[src/sv/cst_pkg.sv]
`default_nettype none
// ----------------------------------------------------------------------------
// cst_pkg
// shared types for the counting semaphore table: beats, status codes and
// the command and status groups between controller and datapath
// ----------------------------------------------------------------------------
package cst_pkg;

  // request kinds
  localparam logic [1:0] REQ_CREATE = 2'd0;
  localparam logic [1:0] REQ_WAIT   = 2'd1;
  localparam logic [1:0] REQ_SIGNAL = 2'd2;

  typedef enum logic [2:0] {
    ST_OK          = 3'd0,
    ST_BAD_ID      = 3'd1,
    ST_NO_SLOT     = 3'd2,
    ST_NOT_CREATED = 3'd3,
    ST_TIMEOUT     = 3'd4,
    ST_OVERFLOW    = 3'd5,
    ST_BLOCKED     = 3'd6,
    ST_WAIT_FULL   = 3'd7
  } status_t;

  typedef struct packed {
    logic [1:0]  req_type;
    logic [7:0]  sem_id;
    logic [15:0] unit_count;
    logic [15:0] max_count;
    logic [7:0]  task_id;
    logic        poll_only;
  } req_beat_t;

  typedef struct packed {
    status_t     status;
    logic [7:0]  created_id;
    logic        released_valid;
    logic [7:0]  released_task;
    logic        last;
  } rsp_beat_t;

  // controller -> datapath
  typedef struct packed {
    logic    idle;         // input side may take a beat
    logic    latch;        // capture the request beat
    logic    create;       // load the next free slot
    logic    take;         // subtract units from the slot count
    logic    queue;        // append a waiter entry
    logic    sig_start;    // begin a release walk with count plus units
    logic    release_one;  // drop the current waiter, charge its need
    logic    keep;         // copy the current waiter down
    logic    brk_set;      // stop releasing for the rest of the walk
    logic    adv;          // step to the next waiter entry
    logic    fin;          // write back the count, shrink the waiter list
    logic    emit;         // load the output register
    status_t res_status;
    logic    res_created;
    logic    res_released;
    logic    res_last;
  } cmd_t;

  // datapath -> controller
  typedef struct packed {
    logic in_valid;
    logic is_create;
    logic is_wait;
    logic bad_id;
    logic created;
    logic slot_free;
    logic cnt_ge;
    logic poll;
    logic wfull;
    logic wempty;
    logic ovf;
    logic match;
    logic can;
    logic walk_end;
    logic out_free;
  } sts_t;

endpackage
`default_nettype wire

[src/sv/cst_ram.sv]
`default_nettype none
// ----------------------------------------------------------------------------
// cst_ram
// generic simple dual port ram, one write and one registered read port
// ----------------------------------------------------------------------------
module cst_ram #(
  parameter int WIDTH = 8,
  parameter int DEPTH = 16,
  parameter int AW    = (DEPTH > 1) ? $clog2(DEPTH) : 1
) (
  input  wire logic             clk,
  input  wire logic             we,
  input  wire logic [AW-1:0]    waddr,
  input  wire logic [WIDTH-1:0] wdata,
  input  wire logic [AW-1:0]    raddr,
  output logic      [WIDTH-1:0] rdata
);

  logic [WIDTH-1:0] mem [DEPTH];

  always_ff @(posedge clk) begin
    if (we) begin
      mem[waddr] <= wdata;
    end
    rdata <= mem[raddr];
  end

endmodule
`default_nettype wire

[src/sv/cst_dpath.sv]
`default_nettype none
// ----------------------------------------------------------------------------
// cst_dpath
// request registers, slot and waiter memories, counters and output register
// ----------------------------------------------------------------------------
module cst_dpath #(
  parameter int SEM_SLOTS  = 16,
  parameter int WAIT_SLOTS = 8,
  parameter int COUNT_BITS = 16,
  parameter int TASK_BITS  = 8
) (
  input  wire logic               clk,
  input  wire logic               rst,
  input  wire logic               req_valid,
  input  wire cst_pkg::req_beat_t req,
  output cst_pkg::rsp_beat_t      rsp,
  output logic                    rsp_valid,
  input  wire logic               rsp_stall,
  input  wire cst_pkg::cmd_t      cmd,
  output cst_pkg::sts_t           sts
);
  import cst_pkg::*;

  localparam int CB  = COUNT_BITS;
  localparam int TB  = TASK_BITS;
  localparam int SB  = (SEM_SLOTS > 1) ? $clog2(SEM_SLOTS) : 1;
  localparam int SCW = $clog2(SEM_SLOTS + 1);
  localparam int WB  = (WAIT_SLOTS > 1) ? $clog2(WAIT_SLOTS) : 1;
  localparam int WCW = $clog2(WAIT_SLOTS + 1);
  localparam int EW  = SB + TB + CB;

  // request registers
  logic [1:0]    req_type;
  logic          bad;
  logic [SB-1:0] sid;
  logic [CB-1:0] units;
  logic [CB-1:0] max_in;
  logic [TB-1:0] task_r;
  logic          poll;

  // counters and walk state
  logic [SCW-1:0] fill;
  logic [WCW-1:0] wfill;
  logic [WCW-1:0] ri;
  logic [WCW-1:0] wi;
  logic           brk;
  logic [CB-1:0]  cnt;
  logic [CB-1:0]  mx;

  // memories
  logic              s_we;
  logic [SB-1:0]     s_waddr;
  logic [2*CB-1:0]   s_wdata;
  logic [2*CB-1:0]   s_rdata;
  logic              w_we;
  logic [WB-1:0]     w_waddr;
  logic [EW-1:0]     w_wdata;
  logic [EW-1:0]     w_rdata;

  logic [CB-1:0] rd_cnt;
  logic [CB-1:0] rd_max;
  logic [CB-1:0] e_need;
  logic [TB-1:0] e_task;
  logic [SB-1:0] e_slot;
  logic [CB:0]   sum;
  logic          out_free;
  rsp_beat_t     res;

  assign rd_cnt = s_rdata[CB-1:0];
  assign rd_max = s_rdata[CB +: CB];
  assign e_need = w_rdata[CB-1:0];
  assign e_task = w_rdata[CB +: TB];
  assign e_slot = w_rdata[CB+TB +: SB];
  assign sum    = {1'b0, rd_cnt} + {1'b0, units};
  assign out_free = !rsp_valid || !rsp_stall;

  cst_ram #(.WIDTH(2*CB), .DEPTH(SEM_SLOTS)) u_slot_ram (
    .clk   (clk),
    .we    (s_we),
    .waddr (s_waddr),
    .wdata (s_wdata),
    .raddr (sid),
    .rdata (s_rdata)
  );

  cst_ram #(.WIDTH(EW), .DEPTH(WAIT_SLOTS)) u_wait_ram (
    .clk   (clk),
    .we    (w_we),
    .waddr (w_waddr),
    .wdata (w_wdata),
    .raddr (ri[WB-1:0]),
    .rdata (w_rdata)
  );

  always_comb begin
    s_we    = cmd.create || cmd.take || cmd.fin;
    s_waddr = sid;
    s_wdata = {mx, cnt};
    if (cmd.create) begin
      s_waddr = fill[SB-1:0];
      s_wdata = {max_in, units};
    end else if (cmd.take) begin
      s_wdata = {rd_max, rd_cnt - units};
    end
  end

  always_comb begin
    w_we    = cmd.queue || cmd.keep;
    w_waddr = wi[WB-1:0];
    w_wdata = w_rdata;
    if (cmd.queue) begin
      w_waddr = wfill[WB-1:0];
      w_wdata = {sid, task_r, units};
    end
  end

  always_comb begin
    sts.in_valid  = req_valid;
    sts.is_create = (req_type == REQ_CREATE);
    sts.is_wait   = (req_type == REQ_WAIT);
    sts.bad_id    = bad;
    sts.created   = (SCW'(sid) < fill);
    sts.slot_free = (fill < SCW'(SEM_SLOTS));
    sts.cnt_ge    = (rd_cnt >= units);
    sts.poll      = poll;
    sts.wfull     = (wfill == WCW'(WAIT_SLOTS));
    sts.wempty    = (wfill == '0);
    sts.ovf       = (sum > {1'b0, rd_max});
    sts.match     = !brk && (e_slot == sid);
    sts.can       = (cnt >= e_need);
    sts.walk_end  = ((ri + WCW'(1)) == wfill);
    sts.out_free  = out_free;
  end

  always_comb begin
    res.status         = cmd.res_status;
    res.created_id     = cmd.res_created ? (8'(fill) + 8'd1) : 8'd0;
    res.released_valid = cmd.res_released;
    res.released_task  = cmd.res_released ? 8'(e_task) : 8'd0;
    res.last           = cmd.res_last;
  end

  // control state
  always_ff @(posedge clk) begin
    if (rst) begin
      fill      <= '0;
      wfill     <= '0;
      rsp_valid <= 1'b0;
    end else begin
      if (cmd.create) begin
        fill <= fill + SCW'(1);
      end
      if (cmd.queue) begin
        wfill <= wfill + WCW'(1);
      end else if (cmd.fin) begin
        wfill <= wi;
      end
      if (cmd.emit) begin
        rsp_valid <= 1'b1;
      end else if (!rsp_stall) begin
        rsp_valid <= 1'b0;
      end
    end
  end

  // payload and walk registers
  always_ff @(posedge clk) begin
    if (cmd.latch) begin
      req_type <= req.req_type;
      bad      <= (req.req_type == 2'd3) || (req.sem_id == 8'd0) ||
                  (req.sem_id > 8'(SEM_SLOTS));
      sid      <= SB'(req.sem_id - 8'd1);
      units    <= CB'(req.unit_count);
      max_in   <= CB'(req.max_count);
      task_r   <= TB'(req.task_id);
      poll     <= req.poll_only;
    end
    if (cmd.sig_start) begin
      cnt <= sum[CB-1:0];
      mx  <= rd_max;
      ri  <= '0;
      wi  <= '0;
      brk <= 1'b0;
    end else begin
      if (cmd.release_one) begin
        cnt <= cnt - e_need;
      end
      if (cmd.keep) begin
        wi <= wi + WCW'(1);
      end
      if (cmd.brk_set) begin
        brk <= 1'b1;
      end
      if (cmd.adv) begin
        ri <= ri + WCW'(1);
      end
    end
    if (cmd.emit) begin
      rsp <= res;
    end
  end

endmodule
`default_nettype wire

[src/sv/cst_ctrl.sv]
`default_nettype none
// ----------------------------------------------------------------------------
// cst_ctrl
// request sequencer: decode, slot access, waiter walk and result issue
// ----------------------------------------------------------------------------
module cst_ctrl (
  input  wire logic          clk,
  input  wire logic          rst,
  input  wire cst_pkg::sts_t sts,
  output cst_pkg::cmd_t      cmd
);
  import cst_pkg::*;

  typedef enum logic [2:0] {
    S_IDLE,
    S_CHECK,
    S_EXEC,
    S_WREAD,
    S_WCHK,
    S_FIN
  } state_t;

  state_t state;
  state_t state_next;

  always_comb begin
    cmd        = '0;
    state_next = state;
    unique case (state)
      S_IDLE: begin
        cmd.idle = 1'b1;
        if (sts.in_valid) begin
          cmd.latch  = 1'b1;
          state_next = S_CHECK;
        end
      end
      S_CHECK: begin
        priority if (sts.is_create) begin
          if (sts.out_free) begin
            cmd.emit     = 1'b1;
            cmd.res_last = 1'b1;
            if (sts.slot_free) begin
              cmd.create      = 1'b1;
              cmd.res_created = 1'b1;
              cmd.res_status  = ST_OK;
            end else begin
              cmd.res_status = ST_NO_SLOT;
            end
            state_next = S_IDLE;
          end
        end else if (sts.bad_id) begin
          if (sts.out_free) begin
            cmd.emit       = 1'b1;
            cmd.res_last   = 1'b1;
            cmd.res_status = ST_BAD_ID;
            state_next     = S_IDLE;
          end
        end else if (!sts.created) begin
          if (sts.out_free) begin
            cmd.emit       = 1'b1;
            cmd.res_last   = 1'b1;
            cmd.res_status = ST_NOT_CREATED;
            state_next     = S_IDLE;
          end
        end else begin
          state_next = S_EXEC;
        end
      end
      S_EXEC: begin
        if (sts.out_free) begin
          if (sts.is_wait) begin
            cmd.emit     = 1'b1;
            cmd.res_last = 1'b1;
            state_next   = S_IDLE;
            priority if (sts.cnt_ge) begin
              cmd.take       = 1'b1;
              cmd.res_status = ST_OK;
            end else if (sts.poll) begin
              cmd.res_status = ST_TIMEOUT;
            end else if (sts.wfull) begin
              cmd.res_status = ST_WAIT_FULL;
            end else begin
              cmd.queue      = 1'b1;
              cmd.res_status = ST_BLOCKED;
            end
          end else if (sts.ovf) begin
            cmd.emit       = 1'b1;
            cmd.res_last   = 1'b1;
            cmd.res_status = ST_OVERFLOW;
            state_next     = S_IDLE;
          end else begin
            cmd.sig_start = 1'b1;
            state_next    = sts.wempty ? S_FIN : S_WREAD;
          end
        end
      end
      S_WREAD: begin
        state_next = S_WCHK;
      end
      S_WCHK: begin
        if (sts.match && sts.can) begin
          if (sts.out_free) begin
            cmd.emit         = 1'b1;
            cmd.release_one  = 1'b1;
            cmd.res_released = 1'b1;
            cmd.res_status   = ST_OK;
            cmd.adv          = 1'b1;
            state_next       = sts.walk_end ? S_FIN : S_WREAD;
          end
        end else begin
          cmd.keep    = 1'b1;
          cmd.brk_set = sts.match;
          cmd.adv     = 1'b1;
          state_next  = sts.walk_end ? S_FIN : S_WREAD;
        end
      end
      S_FIN: begin
        if (sts.out_free) begin
          cmd.fin        = 1'b1;
          cmd.emit       = 1'b1;
          cmd.res_last   = 1'b1;
          cmd.res_status = ST_OK;
          state_next     = S_IDLE;
        end
      end
      default: begin
        state_next = S_IDLE;
      end
    endcase
  end

  always_ff @(posedge clk) begin
    if (rst) begin
      state <= S_IDLE;
    end else begin
      state <= state_next;
    end
  end

endmodule
`default_nettype wire

[src/sv/counting_semaphore_table.sv]
`default_nettype none
// ----------------------------------------------------------------------------
// counting_semaphore_table
// table of counting semaphores serving create, wait and signal requests
// ----------------------------------------------------------------------------
// One request beat is taken at a time and answered with one result beat
// (create, wait, and a refused signal) or with one beat per released task
// followed by a final beat with last set (signal). The last result beat is
// loaded in the check state for create and rejected ids, in the execute
// state for wait and an overflowing signal, and in the finish state for
// any other signal after a walk of all queued waiters (up to WAIT_SLOTS);
// the sequencer then goes idle for the next request. The walk spends a
// read and a check state on each waiter entry, as the waiter memory has a
// registered read port, and every entry behind a release is copied down
// to keep arrival order. A response stall holds the sequencer in any state
// that must load a beat. Slots are never deleted, so the created slots
// always form a prefix and a fill count replaces both the per-slot exist
// bits and the free-slot search; the waiter list is likewise packed and
// tracked by a fill count, so no clearing pass runs after reset.
// ----------------------------------------------------------------------------
module counting_semaphore_table #(
  parameter int SEM_SLOTS  = 16,
  parameter int WAIT_SLOTS = 8,
  parameter int COUNT_BITS = 16,
  parameter int TASK_BITS  = 8
) (
  input  wire logic               clk,
  input  wire logic               rst,
  // request channel
  input  wire logic               req_valid,
  output logic                    req_stall,
  input  wire cst_pkg::req_beat_t req,
  // response channel
  output logic                    rsp_valid,
  input  wire logic               rsp_stall,
  output cst_pkg::rsp_beat_t      rsp
);
  import cst_pkg::*;

  cmd_t cmd;
  sts_t sts;

  // sequencer: one request in flight at a time
  cst_ctrl u_ctrl (
    .clk (clk),
    .rst (rst),
    .sts (sts),
    .cmd (cmd)
  );

  // slot and waiter storage, counters, output beat register
  cst_dpath #(
    .SEM_SLOTS  (SEM_SLOTS),
    .WAIT_SLOTS (WAIT_SLOTS),
    .COUNT_BITS (COUNT_BITS),
    .TASK_BITS  (TASK_BITS)
  ) u_dpath (
    .clk       (clk),
    .rst       (rst),
    .req_valid (req_valid),
    .req       (req),
    .rsp       (rsp),
    .rsp_valid (rsp_valid),
    .rsp_stall (rsp_stall),
    .cmd       (cmd),
    .sts       (sts)
  );

  // the request side opens whenever the sequencer is idle, even while the
  // previous result beat still sits in the output register
  assign req_stall = !cmd.idle;

endmodule
`default_nettype wire
[config.mk]
export PLATFORM = sky130hd
export DESIGN_NAME = counting_semaphore_table
export DESIGN_NICKNAME = d
export VERILOG_FILES = /design/src/sv/cst_pkg.sv /design/src/sv/cst_ram.sv /design/src/sv/cst_dpath.sv /design/src/sv/cst_ctrl.sv /design/src/sv/counting_semaphore_table.sv
export SDC_FILE = /design/constraint.sdc
export NUM_CORES = 1
export LEC_CHECK = 0
export ABC_AREA = 1
export CORE_MARGIN = 2
export CORE_UTILIZATION = 53
export DETAILED_ROUTE_END_ITERATION = 8
export DONT_BUFFER_PORTS = 1
export GPL_TIMING_DRIVEN = 0
export PLACE_DENSITY = 0.68
export SYNTH_ARGS = -nofsm -noshare
export SYNTH_HDL_FRONTEND = slang
export SYNTH_SLANG_ARGS = --single-unit
[constraint.sdc]
create_clock -name clk -period 4.4 [get_ports clk]
set_input_delay 0.88 -clock clk [delete_from_list [all_inputs] [get_ports clk]]
set_output_delay 0.88 -clock clk [all_outputs]
set_load 0.01 [all_outputs]
After elaboration in Yosys (flattened, before gate mapping)
Memories as Yosys holds them, arrays and structs flattened. A register that Yosys moved wholly into a read port is not among the register bits. Index checks and enable logic that the tools add are counted.

Register bits after elaboration: 123. Latch bits: 0. RAM bits: 736. Memory bits (read-only): 0. Bits of input ports: 55. Output and inout port bits: 23. Memories kept: 2.

$add $sub $neg: 9. Multiply operators: 0. Divide/modulo/power cells: 0. Magnitude comparators: 6. Equal/unequal tests: 14. Shift operators: 0. Multiplexer cells: 76. Bitwise logic cells: 0. Reductions and logical operators: 19.

Memory list: u_dpath.u_slot_ram.mem (words 16, bits a word 32, rd ports 1, clocked after Yosys merged registers in 1, write ports 1, line cst_ram.sv:19) `logic [WIDTH-1:0] mem [DEPTH];`; u_dpath.u_wait_ram.mem (words 8, bits a word 28, rd ports 1, clocked after Yosys merged registers in 1, write ports 1, line cst_ram.sv:19).

Operators with widths (number): $mux W32 (2); $mux W4 (14); $mux W3 (17); $ge A16 B16 Y1 (2); $mux W16 (2); $sub A16 B16 Y16 (2); $mux W1 (31); $mux W28 (1); $pmux W3 S6 (1); $add A16 B16 Y17 (1); $gt A17 B16 Y1 (1); $pmux W4 S4 (1); $add A4 B1 Y4 const B (3); $mux W5 (2); $eq A4 B4 Y1 (2); $gt A8 B5 Y1 const B (1); $logic_not A8 Y1 (1); $mux W2 (4); $add A5 B1 Y6 const B (1); $eq A3 B2 Y1 const B (2); $eq A3 B3 Y1 const B (2); $logic_or A1 B1 Y1 (6); $add A5 B1 Y5 const B (1); $lt A4 B5 Y1 (1); 17 further kinds (23).

Logic depth before layout (Yosys ltp)
Depth in word-level cells: 11. Depth in mapped cells: 26.

Cells and area by module
Synthesis repeated with hierarchy kept, for this count alone.

Cells, all modules: 4308. Area, all modules: 42181.7 um2.

Modules (own cells, without submodules): cst_ram at u_dpath.u_slot_ram (times used 1, cells an instance 2120, area each 22730.6 um2, sequential area each 16015.4 um2); cst_ram at u_dpath.u_wait_ram (times used 1, cells an instance 1014, area each 10397.5 um2, sequential area each 7287.0 um2); cst_dpath (times used 1, cells an instance 1082, area each 8572.0 um2, sequential area each 3353.2 um2); cst_ctrl (times used 1, cells an instance 91, area each 478.0 um2, sequential area each 60.1 um2); counting_semaphore_table (times used 1, cells an instance 1, area each 3.8 um2, sequential area each 0.0 um2).

Least setup slack after synthesis
No wires, ideal clock.

Path kind: register to register. From: register u_dpath.units[0]. To: memory u_dpath.u_slot_ram.mem[0][0] (netlist bit), enable pin. Data arrival time: 3.496 ns. Setup slack: 0.483 ns. Cell stages (with the launch flop): 18. Period minus slack after synthesis: 3.917 ns. Cell sequence: edfxtp_1 -> ha_1 -> fa_1 -> inv_1 -> nand3_1 -> nand2_2 -> nand3_2 -> nand2_2 -> inv_2 -> nand2_2 -> nand2_2 -> nand2_4 -> nand2_2 -> nor2_4 -> inv_2 -> nand3_1 -> nand3_1 -> nor2_1.

Cells in the longest elaborated chain, start to end: 9.

Ends and longest elaborated chain: from (decl) (line cst_dpath.sv:36) `logic [CB-1:0] units;`; from (signal assigned) (line cst_dpath.sv:173) `units <= CB'(req.unit_count);`; $ge A16 B16 Y1 (line cst_dpath.sv:124) `sts.cnt_ge = (rd_cnt >= units);`; $mux W1 (line cst_ctrl.sv:75) `priority if (sts.cnt_ge) begin`; $mux W2 (line cst_ctrl.sv:71) `if (sts.is_wait) begin`; $mux W3 (line cst_ctrl.sv:70) `if (sts.out_free) begin`; $mux W3 (line cst_ctrl.sv:29) `unique case (state)`; $logic_or A1 B1 Y1 (2 in series) (line cst_dpath.sv:96) `s_we = cmd.create || cmd.take || cmd.fin;`; $mux W1 (line cst_ram.sv:22) `if (we) begin`; $mux W1 (not written as such) (line cst_ram.sv:23) `mem[waddr] <= wdata;`; to (decl) (line cst_ram.sv:19).

No other way between the ends.

Final worst setup path
From: register u_dpath.units[0]. To: memory u_dpath.u_slot_ram.mem[4][12] (netlist bit), enable pin.

Same word-level chain as after synthesis.

==> flow_metrics.env <==
export IMPL_status="finished with violations"
export IMPL_violations="capacitance limit, slew limit"
export IMPL_power_density_mw_per_mm2=486.8
export IMPL_period_minus_slack_ns=4.245
export IMPL_cts_root_buffer_cell="clkbuf_16"
export IMPL_pin_count=78
export IMPL_fp_dieW_um=272.3
export IMPL_cp_max_fo=18
export IMPL_cp_required_ns=4.75
export IMPL_async_reset_ff_share_pct=0
export IMPL_grtUsageTotal_pct=30.05
export IMPL_maxCapViolations=1
export IMPL_synth_seq_area_share_pct=70.02
export IMPL_syn_inst=3155
export IMPL_power_total_mw=21.12
export IMPL_finalMaxSlewViolations=1
export IMPL_dr_pass1_iters=6
export IMPL_drtIter0Drc=3247
export IMPL_r2r_cells=18
export IMPL_crit_path_frequent_cell="nand2_2"
export IMPL_core_area_mm2=0.07136
export IMPL_grt_pass1_vias=25870
export IMPL_mostFrequentLayoutCell="edfxtp_1"
export IMPL_rr_startpoint="u_dpath.units[0]"
export IMPL_ctsLongestPathBuffers=3
export IMPL_wl_um=113000
export IMPL_path_class="reg -> reg"
export IMPL_htreeDepth=3
export IMPL_fillers=5485
export IMPL_ys_ff_latch=917
export IMPL_synth_warnings=0
export IMPL_numPortBuffers=0
export IMPL_netlist_area_mm2=0.03815
export IMPL_die_h_um=272.3
export IMPL_clk_pin_slew_ns=0.06
export IMPL_cts_tree="built"
export IMPL_crit_chain="ha_1 > fa_1 > inv_1 > nand3_1 > nand2_2 > nand3_2 > nand2_2 > inv_2 > nand2_2 > nand2_2 > nand2_4 > nand2_2 > nor2_4 > inv_2 > nand3_1 > nand3_1 > nor2_4 > buf_16"
export IMPL_antenna_left=0
export IMPL_clk_latency_ns=0.67
export IMPL_fin_nets=3429
export IMPL_drive_gt1_share_pct=9.226
export IMPL_place_congestion=0.9138
export IMPL_regToRegEndpoint="u_dpath.u_slot_ram.mem[4][12]"
export IMPL_skew_ns=0.04753
export IMPL_syn_mean_instance_area_um2=12.09
export IMPL_leakagePower_nw=14.93
export IMPL_tightest_slew_ns=1.494
export IMPL_setup_viol=0
export IMPL_vias=26530
export IMPL_start_util_pct=53.46
export IMPL_cp_startpoint="u_dpath.units[0]"
export IMPL_synth_enable_flop_cells=835
export IMPL_hold_violations=0
export IMPL_pre_cts_ws_ns=-0.7819
export IMPL_grt_first_pass_wirelength_um=163000
export IMPL_dp_cells=4140
export IMPL_vias_per_cell=6.141
export IMPL_endpoint="u_dpath.u_slot_ram.mem[4][12]"
export IMPL_grt_max_degree=29
export IMPL_final_cell_mix="edfxtp_1, nor2_1, o21ai_0"
export IMPL_overflow=0
export IMPL_drc=0
export IMPL_critPathArrivalTime_ns=4.60
export IMPL_hpwl_um=77560
export IMPL_diodes=0
export IMPL_ir_drop_uv=395.9
export IMPL_slew_headroom_pct=-0.2938
export IMPL_cts_sinks=917
export IMPL_instances_no_fill=4321
export IMPL_cp_end_kind="flop"
export IMPL_hold_path_class="in -> reg"
export IMPL_fmax_ghz=0.2356
export IMPL_holdBufCountCts=0
export IMPL_start_kind="flop"
export IMPL_dieArea_mm2=0.07415
export IMPL_synth_cell_types=60
export IMPL_wl_per_cell_um=26.14
export IMPL_r2r_slack_ns=0.16
export IMPL_setup_ws_ns=0.1552
export IMPL_fin_util_pct=60.80
export IMPL_synth_flop_cell="edfxtp_1"
export IMPL_max_stage_delay_ns=0.80
export IMPL_area_delta_synth_final_pct=13.71
export IMPL_antenna_found_initial=4
export IMPL_cpMaxStageDelayCell="nor2_4"
export IMPL_period_share_pct=96.47
export IMPL_rows=98
export IMPL_cts_inserted_buffers=93
==> area by class of cell <==
type | count | area, um2 | area share (%)
Sequential cell | 917 | 26720 | 61.58
Multi-Input combinational cell | 1877 | 10360 | 23.89
Clock buffer | 124 | 2564 | 5.909
Tap cell | 950 | 1189 | 2.740
Buffer | 181 | 795.8 | 1.834
Inverter | 183 | 688.2 | 1.586
Timing Repair Buffer | 45 | 620.6 | 1.430
Clock inverter | 44 | 449.2 | 1.035
==> where the power goes <==
part	leakage [nW]	internal, mW	switching, mW
clock network	1.47	4.46	3.34
logic	5.23	0.951	2.28
registers	8.23	9.92	0.167
total	14.9	15.3	5.79
==> cell usage after synthesis (4+ instances only) <==
cell type / count / area share [%]
a21oi_1: 58 / 0.76
a31oi_1: 30 / 0.49
buf_1: 8 / 0.079
buf_2: 15 / 0.20
buf_4: 7 / 0.14
buf_6: 7 / 0.21
clkbuf_1: 144 / 1.4
dfxtp_1: 82 / 4.3
edfxtp_1: 835 / 66
ha_1: 73 / 2.4
inv_1: 169 / 1.7
inv_2: 11 / 0.11
nand2_1: 258 / 2.5
nand2_2: 7 / 0.11
nand3_1: 63 / 0.83
nand4_1: 9 / 0.15
nor2_1: 551 / 5.4
nor2_4: 4 / 0.12
nor3_1: 10 / 0.13
nor4_1: 5 / 0.082
o211ai_1: 61 / 1.2
o21ai_0: 443 / 5.8
o21ai_1: 45 / 0.59
o21ai_2: 4 / 0.092
o21bai_1: 5 / 0.098
o221ai_1: 86 / 2.0
o22ai_1: 73 / 1.2
xnor2_1: 8 / 0.18
xor2_1: 39 / 0.90
==> worst min-delay path by stage <==
stage	start	to	slack, ns	cells past startpoint
after floorplan	u_dpath.u_slot_ram.rdata[26]	u_dpath.mx[10]	0.43	0
after global placement	u_dpath.u_slot_ram.rdata[22]	u_dpath.mx[6]	0.44	0
after detailed placement	u_dpath.u_slot_ram.rdata[24]	u_dpath.mx[8]	0.44	0
after CTS	req[21]	u_dpath.max_in[12]	0.28	0
after global routing	req[21]	u_dpath.max_in[12]	0.29	0
final	req[21]	u_dpath.max_in[12]	0.30	0
==> critical path, delay by kind of cell, from the launching register on <==
kind	cells	cell delay (ns)
buffers and inverters	4	0.52
DFF	1	0.45
adders and majority gates	2	0.66
and+or+nand+nor	12	2.31
==> flip-flops by register name, indices dropped and copies added, names as in the netlist <==
| signal | flops |
|---|---|
| u_dpath.u_slot_ram.mem | 512 |
| u_dpath.u_wait_ram.mem | 224 |
| u_dpath.u_slot_ram.rdata | 32 |
| u_dpath.u_wait_ram.rdata | 28 |
| u_dpath.rsp | 19 |
| u_dpath.cnt | 16 |
| u_dpath.max_in | 16 |
| u_dpath.mx | 16 |
| u_dpath.units | 16 |
| u_dpath.task_r | 8 |
| u_dpath.fill | 5 |
| u_dpath.ri | 4 |
| u_dpath.sid | 4 |
| u_dpath.wfill | 4 |
| u_dpath.wi | 4 |
| u_ctrl.state | 3 |
| u_dpath.req_type | 2 |
| u_dpath.bad | 1 |
| u_dpath.brk | 1 |
| u_dpath.poll | 1 |
| u_dpath.rsp_valid | 1 |
==> per-layer routing <==
layer,routed length (um),track usage [%],share of wire (%),vias to the layer above
met1,41330,37.07,37,12970
met5,36,0,0.032,-
met3,10150,5.025,9.0,327
met4,5668,14.62,5.0,6
li1,-,-,-,11740
met2,55780,51.57,49,1491
==> timing repair <==
item                                    CTS  global route
pin swaps                                 0             7
endpoints found under the setup margin   62            77
resized for setup                        15            21
endpoints found under the hold margin     0             0
gates cloned                              0             1
setup buffers                             3             9
==> cell families (layout without fill, tap and decap cells) <==
group           Yosys count  in the layout  share of synthesized area (%)
xor+xnor                 47             47                          1.079
simple gates            920            921                          9.694
flops                   917            917                          70.02
mux                       2              2                        0.05575
other cells               1              3                       0.009829
buf+inv                 364            577                          3.840
fa+ha+maj                76             76                          2.551
compound gates          828            828                          12.75
==> per-stage QoR <==
| stage | TNS [ns] | instance area (um2) | hold slack, ns |
|---|---|---|---|
| detailed placement | -33.61 | 40090 | 0.4418 |
| floorplan | 0 | 38160 | 0.4308 |
| finish | 0 | 43390 | 0.3036 |
| CTS | 0 | 43200 | 0.2766 |
| global placement | -1049.04 | 39350 | 0.4442 |
| global route | -0.6423 | 43390 | 0.2863 |
(Power assumes the default switching activity.)
